<file path="src/hdl/i8g_pkg.sv">
package i8g_pkg;

    localparam int BYTE_W      = 8;
    localparam int IN_BYTES    = 8;
    localparam int COL_W       = 4;
    localparam int BLK_W       = 10;
    localparam int SUM_W       = 29;
    localparam int CB_W        = 11;
    localparam int AC_W        = 5;
    localparam int CFG_IDX_W   = 1;
    localparam int CFG_DATA_W  = 11;

    localparam logic       REQ_LOAD   = 1'b0;
    localparam logic       REQ_WEIGHT = 1'b1;
    localparam logic [0:0] REG_CONTRACTION_BLOCKS = 1'd0;
    localparam logic [0:0] REG_ACTIVE_COLUMNS     = 1'd1;

    // Request handed from the front to the back through the queue.
    typedef struct packed {
        logic                          is_load;
        logic [COL_W-1:0]              column;
        logic [BLK_W-1:0]              block;
        logic                          row_end;
        logic [IN_BYTES*BYTE_W-1:0]    lanes;
    } req_t;

endpackage

</file>
<file path="src/hdl/i8g_front.sv">
module i8g_front
    import i8g_pkg::*;
#(
    parameter int MAX_BLOCKS  = 1024,
    parameter int MAX_COLUMNS = 16
) (
    input  logic                  aclk,
    input  logic                  aresetn,
    input  logic                  in_valid,
    output logic                  in_ready,
    input  logic                  in_type,
    input  logic [COL_W-1:0]      in_column,
    input  logic [BLK_W-1:0]      in_block,
    input  logic [IN_BYTES*BYTE_W-1:0] in_lanes,
    input  logic [CB_W-1:0]       contraction_blocks,
    output logic                  q_valid,
    input  logic                  q_ready,
    output req_t                  q_data
);
    // two-entry queue
    req_t       ent_reg [2];
    logic [1:0] cnt_reg, cnt_next;
    logic       rp_reg, wp_reg;
    logic [CB_W-1:0] eff_blocks;
    logic keep, push, pop;
    req_t item;

    always_comb begin
        if (contraction_blocks == '0) eff_blocks = CB_W'(1);
        else if (32'(contraction_blocks) > MAX_BLOCKS) eff_blocks = CB_W'(MAX_BLOCKS);
        else eff_blocks = contraction_blocks;
    end

    always_comb begin
        item.is_load = (in_type == REQ_LOAD);
        item.column  = in_column;
        item.block   = in_block;
        item.row_end = ({1'b0, in_block} == eff_blocks - CB_W'(1));
        item.lanes   = in_lanes;
        if (in_type == REQ_LOAD) begin
            keep = (32'(in_column) < MAX_COLUMNS) && (32'(in_block) < MAX_BLOCKS);
        end else begin
            keep = ({1'b0, in_block} < eff_blocks);
        end
    end

    assign in_ready = (cnt_reg != 2'd2);
    assign push     = in_valid && in_ready && keep;
    assign q_valid  = (cnt_reg != 2'd0);
    assign pop      = q_valid && q_ready;
    assign q_data   = ent_reg[rp_reg];
    assign cnt_next = cnt_reg + {1'b0, push} - {1'b0, pop};

    always_ff @(posedge aclk) begin
        if (!aresetn) begin
            cnt_reg <= '0;
            rp_reg  <= 1'b0;
            wp_reg  <= 1'b0;
        end else begin
            cnt_reg <= cnt_next;
            if (push) wp_reg <= ~wp_reg;
            if (pop)  rp_reg <= ~rp_reg;
        end
        if (push) ent_reg[wp_reg] <= item;
    end

`ifndef SYNTHESIS
    a_no_overflow: assert property (@(posedge aclk) disable iff (!aresetn)
        cnt_reg == 2'd2 |-> !push) else $error("queue overflow");
    a_cnt_range: assert property (@(posedge aclk) disable iff (!aresetn)
        cnt_reg != 2'd3) else $error("queue count out of range");
    a_pop_nonempty: assert property (@(posedge aclk) disable iff (!aresetn)
        pop |-> cnt_reg != 2'd0) else $error("pop from empty queue");
`endif
endmodule

</file>
<file path="config.mk">
export PLATFORM = sky130hd
export DESIGN_NAME = i8g_front
export DESIGN_NICKNAME = d
export VERILOG_FILES = /design/src/hdl/i8g_pkg.sv /design/src/hdl/i8g_front.sv
export SDC_FILE = /design/constraint.sdc
export NUM_CORES = 1
export LEC_CHECK = 0
export ABC_AREA = 1
export BUFFER_PORTS_ARGS = -buffer_cell sky130_fd_sc_hd__buf_4
export CORE_ASPECT_RATIO = 1.75
export CORE_UTILIZATION = 48
export DETAILED_ROUTE_END_ITERATION = 10
export MAX_ROUTING_LAYER = met4
export PLACE_DENSITY = 0.76
export SLEW_MARGIN = 25
export SYNTH_ARGS = -nofsm -noshare
export SYNTH_HDL_FRONTEND = slang
export SYNTH_SLANG_ARGS = --single-unit
</file>
<file path="constraint.sdc">
create_clock -name aclk -period 5.54 [get_ports aclk]
set_clock_uncertainty 0.2 [all_clocks]
set_input_delay 0 -clock aclk [delete_from_list [all_inputs] [get_ports aclk]]
set_output_delay 0 -clock aclk [all_outputs]
set_load 0.05 [all_outputs]
</file>
==> flow_metrics.env, run 1 <==
export IMPL_synth_simple_area_share_pct=6.852
export IMPL_netSwitchingPower_mw=1.528
export IMPL_gr_total_overflow=0
export IMPL_largest_reg_flops=160
export IMPL_fillers=853
export IMPL_start_util_pct=49.82
export IMPL_tritoncts="built"
export IMPL_p_comb_share_pct=35.1
export IMPL_cts_repair_resize_count=0
export IMPL_leakage_nw=3.853
export IMPL_synth_top_family_by_area="multiplexers"
export IMPL_slew_headroom_pct=55.81
export IMPL_hold_end="ent_reg[0][64]"
export IMPL_r2r_slack_ns=3.02
export IMPL_fin_util_pct=71.80
export IMPL_maxCapViolCount=0
export IMPL_rsz0062_at_grt="no"
export IMPL_status="finished clean"
export IMPL_rows=56
export IMPL_period_minus_slack_ns=3.579
export IMPL_tightest_slew_ns=0.6628
export IMPL_port_buffers=175
export IMPL_firstDrtPassIters=4
export IMPL_power_per_cell_area_nw_per_um2=440.7
export IMPL_whs_path_depth=8
export IMPL_setup_violations_final=0
export IMPL_wire_per_inst_um=17.09
export IMPL_power_frac_clock_pct=26.6
export IMPL_die_h_um=158.7
export IMPL_viasPerCell=5.067
export IMPL_synth_edff_count=160
export IMPL_hold_viol_final=0
export IMPL_yosysTopAreaCellShare_pct=71.31
export IMPL_postCtsSetupBuffers=0
export IMPL_seqPwrFrac_pct=38.3
export IMPL_r2r_start="cnt_reg[0]"
export IMPL_yosysWarningCount=0
export IMPL_gp_congestion=0.8909
export IMPL_area_growth_pct=44.10
export IMPL_synthXorXnorAreaFrac_pct=0.5200
export IMPL_drive_above_1_share_pct=41.88
export IMPL_min_path_type="input port to register"
export IMPL_syn_nets=536
export IMPL_grt_max_degree=81
export IMPL_clkTransAtPathRegs_ns=0.06
export IMPL_swShare_pct=35.72
export IMPL_reg2reg_depth=5
export IMPL_drtAntennaViolNets=0
export IMPL_cts_made_buffers=17
export IMPL_die_width_um=91.56
export IMPL_ys_async_sr_fraction_pct=0
export IMPL_htree_levels=4
export IMPL_post_route_drc_count=0
export IMPL_dp_hpwl_um=9874
export IMPL_synth_avg_cell_area_um2=15.71
export IMPL_num_vias=4505
export IMPL_cts_buffer_depth=2
export IMPL_slew_viol_final=0
export IMPL_yosysMostFrequentCell="edfxtp_1"
export IMPL_cts_root_buffer="clkbuf_16"
export IMPL_synth_area_leaders="edfxtp_1 (71%), mux2_2 (13%), nand2_1 (3.9%)"
export IMPL_pre_cts_ws_ns=1.919
export IMPL_synthAdderAreaFrac_pct=2.414
export IMPL_ys_ff_latch=165
export IMPL_first_global_vias=4678
export IMPL_end_kind="register"
export IMPL_gr_usage_met1_pct=22.34
export IMPL_netlist_top_cell_by_area="edfxtp_1"
export IMPL_worst_ir_drop_vdd_v=0.0002236
export IMPL_internal_power_mw=2.750
export IMPL_max_freq_mhz=279.4
export IMPL_hold_start="contraction_blocks[7]"
export IMPL_synth_cell_type_count=26
export IMPL_synth_seq_area_share_pct=72.79
export IMPL_nets=808
export IMPL_track_usage_pct=22.32
export IMPL_cts_hold_buf=83
export IMPL_period_share_pct=64.60
export IMPL_synth_common_cells="edfxtp_1 (160), mux2_2 (80), nand2_1 (70)"
export IMPL_seqCellArea_um2=4908
export IMPL_drt_wl_total_um=15190
export IMPL_grt_util_met3_pct=4.933
export IMPL_grt_pass1_wl_um=23300
export IMPL_synth_compound_area_share_pct=2.098
export IMPL_cts_sinks=165
export IMPL_tns_ns=0
export IMPL_worst_slack_ns=1.961
export IMPL_path_class="input port to register"
export IMPL_critPathLaunchType="input port"
export IMPL_antenna_found_initial=1
export IMPL_top_usage_layer="met2"
export IMPL_critical_path_required_ns=5.40
export IMPL_cp_data_arrival_time_ns=3.44
export IMPL_multi_input_area_um2=1717
export IMPL_die_area_um2=14530
export IMPL_syn_inst=429
export IMPL_r2r_end="ent_reg[0][18]"
export IMPL_worstSkewPairLatency_ns=0.42
export IMPL_met2_usage_pct=39.10
export IMPL_path_max_fanout=35
export IMPL_ys_flop_type="edfxtp_1"
export IMPL_ios=176
export IMPL_netlist_area_um2=6738
export IMPL_synthMuxAreaShare_pct=13.37
export IMPL_core_area_um2=13520
export IMPL_drtIter0Drc=212
metrics by stage:
step / std cells / total power [mW] / hold slack [ns] / instance area (um^2)
2_1_floorplan: 429 / 2.672 / -0.1065 / 6738
3_3_place_gp: 772 / 3.086 / -0.01432 / 8273
3_5_place_dp: 772 / 3.105 / -0.01226 / 8273
4_1_cts: 887 / 4.296 / 0.03479 / 9687
5_1_grt: 889 / 4.433 / 0.09231 / 9709
6_report: 889 / 4.279 / 0.06324 / 9709
critical path, cell delays in order:
cell	delay, ns
dlygate4sd3_1	0.54
buf_4	0.16
inv_1	0.15
o21bai_4	0.26
nand2_1	0.14
ha_1	0.32
a21oi_1	0.12
o21ai_0	0.19
nand3_1	0.12
o2111ai_1	0.11
nand2_1	0.08
nand2_1	0.17
nor2_4	0.52
buf_4	0.53
per-layer routing:
metal / share of wire, % / vias up
li1: - / 2131
met1: 36 / 2168
met2: 56 / 166
met3: 4.1 / 40
met4: 4.3 / 0
met5: 0 / -
power by group through the flow:
stage	combinational, mW	sequential (mW)	clock (mW)
after global placement	1.41	1.68	0
final	1.50	1.64	1.14
after global routing	1.56	1.66	1.21
after CTS	1.47	1.67	1.16
after floorplan	1.04	1.63	0
after detailed placement	1.41	1.69	0
placed cells by master, fill, tap and decap left out, drive strengths merged:
| cell | synthesis | final |
|---|---|---|
| a21boi | 1 | 1 |
| a21oi | 9 | 9 |
| nor2 | 22 | 22 |
| nand3b | 4 | 4 |
| edfxtp | 160 | 160 |
| or2 | 1 | 1 |
| clkinvlp | 0 | 3 |
| dlygate4sd3 | 0 | 83 |
| bufinv | 0 | 2 |
| nand2 | 71 | 71 |
| clkbuf | 9 | 18 |
| clkinv | 0 | 6 |
| buf | 1 | 180 |
| nand3 | 11 | 11 |
| o21bai | 2 | 2 |
| inv | 23 | 26 |
| nor3 | 1 | 1 |
| diode | 0 | 1 |
| xor2 | 2 | 2 |
| nand4 | 1 | 1 |
| ha | 13 | 13 |
| xnor2 | 2 | 2 |
| dfxtp | 5 | 5 |
| o41ai | 1 | 1 |
| mux2 | 80 | 80 |
| o21ai | 9 | 9 |
| o2111ai | 1 | 1 |
how the worst max path moves through the flow:
| stage | start | endpoint | cells past startpoint |
|---|---|---|---|
| global placement | contraction_blocks[2] | ent_reg[0][18] | 14 |
| floorplan | contraction_blocks[2] | ent_reg[0][0] | 13 |
| global route | contraction_blocks[10] | ent_reg[0][17] | 14 |
| CTS | contraction_blocks[10] | ent_reg[0][21] | 14 |
| detailed placement | contraction_blocks[2] | ent_reg[0][12] | 14 |
| finish | contraction_blocks[10] | ent_reg[0][18] | 14 |
logic make-up after synthesis:
family / Yosys count
buf+inv: 33
mux: 80
simple gates: 111
flops: 165
compound gates: 23
xor+xnor: 4
fa+ha+maj: 13
cell type report:
type	count	share of cell area [%]
diodes	1	0.02577
clock buffers	18	4.420
clock inverters	14	1.585
inverters	23	0.8892
multi-input cells	231	17.68
flip-flops and latches	165	50.55
well taps	174	2.242
repair buffers	263	22.60
(Power assumes the default switching activity.)
==> inputs of run 2 (changes only) <==
--- a/config.mk
+++ b/config.mk
@@ -5,13 +5,13 @@
 export SDC_FILE = /design/constraint.sdc
 export NUM_CORES = 1
 export LEC_CHECK = 0
-export ABC_AREA = 1
+export ABC_AREA = 0
 export BUFFER_PORTS_ARGS = -buffer_cell sky130_fd_sc_hd__buf_4
 export CORE_ASPECT_RATIO = 1.75
-export CORE_UTILIZATION = 48
+export CORE_UTILIZATION = 53
 export DETAILED_ROUTE_END_ITERATION = 10
 export MAX_ROUTING_LAYER = met4
-export PLACE_DENSITY = 0.76
+export PLACE_DENSITY = 0.8
 export SLEW_MARGIN = 25
 export SYNTH_ARGS = -nofsm -noshare
 export SYNTH_HDL_FRONTEND = slang
==> constraint.sdc (replaced) <==
create_clock -name aclk -period 3.35 [get_ports aclk]
set_clock_uncertainty 0.2 [all_clocks]
set_input_delay 0 -clock aclk [delete_from_list [all_inputs] [get_ports aclk]]
set_output_delay 0 -clock aclk [all_outputs]
set_load 0.05 [all_outputs]
==> flow_metrics.env, run 2 <==
export IMPL_hold_ws_ns=0.04149
export IMPL_cp_data_arrival_time_ns=3.13
export IMPL_tritoncts="built"
export IMPL_syn_inst=377
export IMPL_netlist_top_cell_by_area="edfxtp_1"
export IMPL_tightest_slew_ns=0.5362
export IMPL_grt_max_degree=81
export IMPL_gp_congestion=0.9267
export IMPL_status="finished clean"
export IMPL_cts_buffer_depth=2
export IMPL_min_path_type="input port to register"
export IMPL_leakage_nw=3.735
export IMPL_rows=54
export IMPL_ys_async_sr_fraction_pct=0
export IMPL_end_kind="register"
export IMPL_critPathLaunchType="input port"
export IMPL_yosysMostFrequentCell="edfxtp_1"
export IMPL_path_max_fanout=8
export IMPL_slew_viol_final=0
export IMPL_hold_viol_final=0
export IMPL_synth_area_leaders="edfxtp_1 (72%), mux2_2 (13%), ha_1 (2.4%)"
export IMPL_synthAdderAreaFrac_pct=2.425
export IMPL_first_global_vias=4631
export IMPL_die_width_um=87.04
export IMPL_viasPerCell=5.285
export IMPL_rsz0062_at_grt="no"
export IMPL_htree_levels=4
export IMPL_period_share_pct=91.57
export IMPL_ys_flop_type="edfxtp_1"
export IMPL_track_usage_pct=24.49
export IMPL_drive_above_1_share_pct=46.06
export IMPL_postCtsSetupBuffers=0
export IMPL_largest_reg_flops=160
export IMPL_clkTransAtPathRegs_ns=0.06
export IMPL_cts_sinks=165
export IMPL_die_area_um2=13130
export IMPL_yosysTopAreaCellShare_pct=71.64
export IMPL_maxCapViolCount=0
export IMPL_worstSkewPairLatency_ns=0.41
export IMPL_setup_violations_final=0
export IMPL_core_area_um2=12430
export IMPL_yosysWarningCount=0
export IMPL_grt_pass1_wl_um=22670
export IMPL_synth_compound_area_share_pct=3.731
export IMPL_firstDrtPassIters=5
export IMPL_syn_nets=484
export IMPL_period_minus_slack_ns=3.068
export IMPL_die_h_um=150.8
export IMPL_critical_path_required_ns=3.42
export IMPL_post_route_drc_count=0
export IMPL_area_growth_pct=46.18
export IMPL_final_common_cell="buf_4"
export IMPL_worst_ir_drop_vdd_v=0.0006696
export IMPL_synth_common_cells="edfxtp_1 (160), mux2_2 (80), nand2_1 (16)"
export IMPL_drt_wl_total_um=15330
export IMPL_synth_simple_area_share_pct=3.899
export IMPL_synth_avg_cell_area_um2=17.79
export IMPL_ios=176
export IMPL_cts_root_buffer="clkbuf_16"
export IMPL_netlist_area_um2=6706
export IMPL_tns_ns=0
export IMPL_dp_hpwl_um=9380
export IMPL_start_util_pct=53.95
export IMPL_cts_made_buffers=17
export IMPL_ys_ff_latch=165
export IMPL_synth_cell_type_count=41
export IMPL_wire_per_inst_um=18.49
export IMPL_nets=754
export IMPL_max_freq_mhz=326.0
export IMPL_antenna_found_initial=1
export IMPL_drtIter0Drc=270
export IMPL_gr_total_overflow=0
export IMPL_synth_edff_count=160
export IMPL_power_per_cell_area_nw_per_um2=840.8
export IMPL_layout_common_cells="buf_4 (177), edfxtp_1 (160), dlygate4sd3_1 (84), mux2_2 (80), clkbuf_16 (17)"
export IMPL_fillers=721
export IMPL_slew_headroom_pct=63.80
export IMPL_drtAntennaViolNets=0
export IMPL_synth_top_family_by_area="multiplexers"
export IMPL_synthXorXnorAreaFrac_pct=1.959
export IMPL_path_class="input port to register"
export IMPL_port_buffers=175
export IMPL_num_vias=4381
export IMPL_synthMuxAreaShare_pct=13.58
export IMPL_synth_seq_area_share_pct=73.13
run 2: cell types whose count changed in the layout (fill, tap and decap cells not counted), moves of 6 or more:
cell     delta
nand2_1    -54
xnor2_1     +9
inv_1      -14
nand3_1     -9
o21ai_0     -6
nor2_1     -10
run 2: report_power, final:
part | switching (mW) | internal, mW | leakage (nW)
clock network | 0.757 | 1.37 | 0.322
registers | 0.166 | 2.72 | 1.54
logic | 2.11 | 1.12 | 1.87
run 2: what timing repair did:
action	in CTS	in global routing
setup endpoints to repair	0	164
resized for setup	0	6
endpoints found under the hold margin	165	0
hold buffers	84	0
run 2: cells by family after synthesis:
kind of cell,Yosys count
AO/OA/AOI/OAI,33
XOR/XNOR,15
adder cells (fa/ha/maj),13
buffers and inverters,22
flip-flops,165
multiplexers,81
AND/OR/NAND/NOR,48
run 2: through the flow:
| step | setup WS [ns] | instance area (um^2) | cells | utilization (%) | total power [mW] |
|---|---|---|---|---|---|
| after floorplan | 0.0005957 | 6735 | 377 | - | 5.083 |
| after global placement | 0.2723 | 8283 | 712 | 66.63 | 5.991 |
| after detailed placement | 0.2327 | 8283 | 712 | 66.63 | 6.052 |
| after CTS | 0.1643 | 9783 | 828 | 78.69 | 8.253 |
| after global routing | 0.02608 | 9803 | 829 | 78.85 | 8.494 |
| final | 0.2823 | 9803 | 829 | 78.85 | 8.243 |
run 2: final timing paths:
path	start	to	slack (ns)	cells past startpoint
hold / removal	contraction_blocks[10]	wp_reg	0.04	4
hold reg to reg	rp_reg	register	0.36	2
setup reg to reg	cnt_reg[0]	cnt_reg[1]	1.13	9
setup / recovery	contraction_blocks[3]	ent_reg[1][64]	0.28	13
run 2: final cells by class:
type                    count  area, um^2  area share, %
multi-input cells         190        1759          17.95
clock buffers              21       460.4          4.697
clock inverters            11       198.9          2.029
diodes                      1       2.502        0.02553
well taps                 168       210.2          2.144
repair buffers            264        2230          22.74
flip-flops and latches    165        4908          50.07
inverters                   9       33.78         0.3446
run 2: critical path: stages:
cell	delay (ns)
dlygate4sd3_1	0.53
buf_4	0.16
nor4_4	0.28
nand2_1	0.09
nor2_1	0.09
o21ai_1	0.09
ha_2	0.27
xnor2_1	0.18
xnor2_1	0.14
nand2_1	0.09
nand4b_1	0.20
a2111oi_2	0.37
dlygate4sd3_1	0.62
run 2: metal layers:
metal | up-vias | wire length, um | part of all wire [%] | global-route usage, %
met1 | 2178 | 5226 | 34 | 23.04
li1 | 2007 | - | - | -
met3 | 40 | 640 | 4.2 | 3.815
met5 | - | 0 | 0 | -
met4 | 0 | 588 | 3.8 | 14.67
met2 | 156 | 8874 | 58 | 45.59
==> inputs of run 3 (changes only) <==
--- a/config.mk
+++ b/config.mk
@@ -7,7 +7,7 @@
 export LEC_CHECK = 0
 export ABC_AREA = 0
 export BUFFER_PORTS_ARGS = -buffer_cell sky130_fd_sc_hd__buf_4
-export CORE_ASPECT_RATIO = 1.75
+export CORE_ASPECT_RATIO = 0.6
 export CORE_UTILIZATION = 53
 export DETAILED_ROUTE_END_ITERATION = 10
 export MAX_ROUTING_LAYER = met4
==> flow_metrics.env, run 3 (same netlist as run 2, synthesis figures left out) <==
export IMPL_critPathLaunchType="input port"
export IMPL_drtAntennaViolNets=0
export IMPL_crit_slowest_cell="dlygate4sd3_1"
export IMPL_critical_path_required_ns=3.41
export IMPL_port_buffers=175
export IMPL_crit_chain="dlygate4sd3_1 -> buf_4 -> nor4_4 -> nand2_1 -> nor2_1 -> o21ai_0 -> ha_2 -> xnor2_1 -> xnor2_1 -> nand2_1 -> nand4b_1 -> a2111oi_2 -> dlygate4sd3_1"
export IMPL_drtIter0Drc=241
export IMPL_crit_buf_inv=3
export IMPL_min_path_type="input port to register"
export IMPL_viasPerCell=5.224
export IMPL_maxCapViolCount=0
export IMPL_fin_util_pct=79.44
export IMPL_first_global_vias=4317
export IMPL_firstDrtPassIters=7
export IMPL_slew_viol_final=0
export IMPL_final_common_cell="buf_4"
export IMPL_worstSkewPairLatency_ns=0.41
export IMPL_finalNonFillerCells=826
export IMPL_diodes=0
export IMPL_area_growth_pct=44.27
export IMPL_gr_total_overflow=0
export IMPL_largest_reg_flops=160
export IMPL_cp_data_arrival_time_ns=3.21
export IMPL_seqPwrFrac_pct=36.4
export IMPL_period_share_pct=93.93
export IMPL_slowest_delay_ns=0.63
export IMPL_antenna_found_initial=0
export IMPL_layout_common_cells="buf_4 (178), edfxtp_1 (160), dlygate4sd3_1 (84), mux2_2 (80), clkbuf_16 (17)"
export IMPL_wire_per_inst_um=17.99
export IMPL_dpl_instance_area_um2=8267
export IMPL_dp_cells=709
export IMPL_drt_wl_total_um=14860
export IMPL_grt_pass1_wl_um=22320
export IMPL_period_minus_slack_ns=3.147
export IMPL_max_freq_mhz=317.8
export IMPL_end_kind="register"
export IMPL_gp_congestion=0.8487
export IMPL_rows=31
export IMPL_grt_max_degree=81
export IMPL_cts_made_buffers=17
export IMPL_cts_root_buffer="clkbuf_16"
export IMPL_cts_sinks=165
export IMPL_p_comb_share_pct=41.0
export IMPL_path_delay_family="buffers and inverters"
export IMPL_start_util_pct=55.06
export IMPL_num_vias=4315
export IMPL_worst_ir_drop_vdd_v=0.0006651
export IMPL_htree_levels=4
export IMPL_track_usage_pct=24.02
export IMPL_power_frac_clock_pct=22.6
export IMPL_netSwitchingPower_mw=3.086
export IMPL_ios=176
export IMPL_cts_buffer_depth=2
export IMPL_tightest_slew_ns=0.5252
export IMPL_swShare_pct=39.09
export IMPL_rsz0062_at_grt="no"
export IMPL_clkTransAtPathRegs_ns=0.06
export IMPL_tritoncts="built"
export IMPL_r2r_slack_ns=1.15
export IMPL_internal_power_mw=4.809
export IMPL_postCtsSetupBuffers=0
export IMPL_status="finished clean"
export IMPL_path_max_fanout=8
export IMPL_die_width_um=147.2
export IMPL_nets=755
export IMPL_fin_area_um2=9676
export IMPL_drive_above_1_share_pct=45.69
export IMPL_power_per_cell_area_nw_per_um2=815.9
export IMPL_dp_hpwl_um=9163
export IMPL_hold_viol_final=0
export IMPL_leakage_nw=3.673
export IMPL_setup_violations_final=0
export IMPL_post_route_drc_count=0
export IMPL_path_class="input port to register"
export IMPL_core_area_um2=12180
export IMPL_die_h_um=89.14
export IMPL_die_area_um2=13120
export IMPL_slew_headroom_pct=64.54
export IMPL_tns_ns=0
## run 3: changes by cell type in the layout (fill, tap and decap cells not counted), moves of 2 or more
cell / previous run / this run
bufinv_16: 5 / 0
clkbuf_8: 2 / 0
inv_6: 1 / 6
clkinvlp_4: 0 / 3
## run 3: final cells by class
class	count	area, um^2
Inverter	9	33.78
Sequential cell	165	4908
Multi-Input combinational cell	190	1744
Timing Repair Buffer	265	2237
Fill cell	664	2504
Tap cell	165	206.4
Clock inverter	13	112.6
Clock buffer	19	432.9
## run 3: final timing paths
path                                        startpoint             end  depth (start not counted)
worst min register to register                  rp_reg        register                          2
worst max register to register              cnt_reg[0]      cnt_reg[1]                          9
worst min-delay path            contraction_blocks[10]          wp_reg                          4
worst max-delay path             contraction_blocks[3]  ent_reg[1][64]                         13
## run 3: timing repair
action / 4_1_cts / 5_1_grt
hold buffers: 84 / 0
gates resized for setup: 0 / 2
endpoints found under the hold margin: 165 / 0
endpoints found under the setup margin: 0 / 3
## run 3: power by group through the flow
stage	clock (mW)	sequential, mW	combinational, mW
detailed placement	0	2.99	3.04
CTS	1.81	2.95	3.13
finish	1.78	2.88	3.24
global placement	0	2.97	3.03
global route	1.89	2.92	3.37
floorplan	0	2.83	2.26
## run 3: worst register-to-register path, cell delays in order, from the launching register on
cell and delay (ns):
dfxtp_1 0.34, nand2b_1 0.18, o2111ai_1 0.18, o21a_2 0.30, ha_1 0.28, inv_1 0.04, ha_1 0.18, xnor2_1 0.19
xnor2_1 0.08, and2_1 0.15
## run 3: metal layers
metal	GRT usage [%]	vias to the layer above	part of all wire (%)	wire, um
li1	-	2012	-	-
met1	31.10	2087	44	6531
met2	37.65	191	48	7135
met3	6.122	25	6.8	1015
met4	7.873	0	1.2	180
met5	-	-	0	0
## run 3: metrics by stage
stage          hold slack (ns)  power, mW  setup WS (ns)
3_3_place_gp          -0.01576      5.994         0.3236
6_report               0.03803      7.894         0.2035
5_1_grt                0.09851      8.178        0.01697
4_1_cts                0.02594      7.894         0.1644
3_5_place_dp          -0.01244      6.038         0.2119
2_1_floorplan          -0.1011      5.083      0.0005957
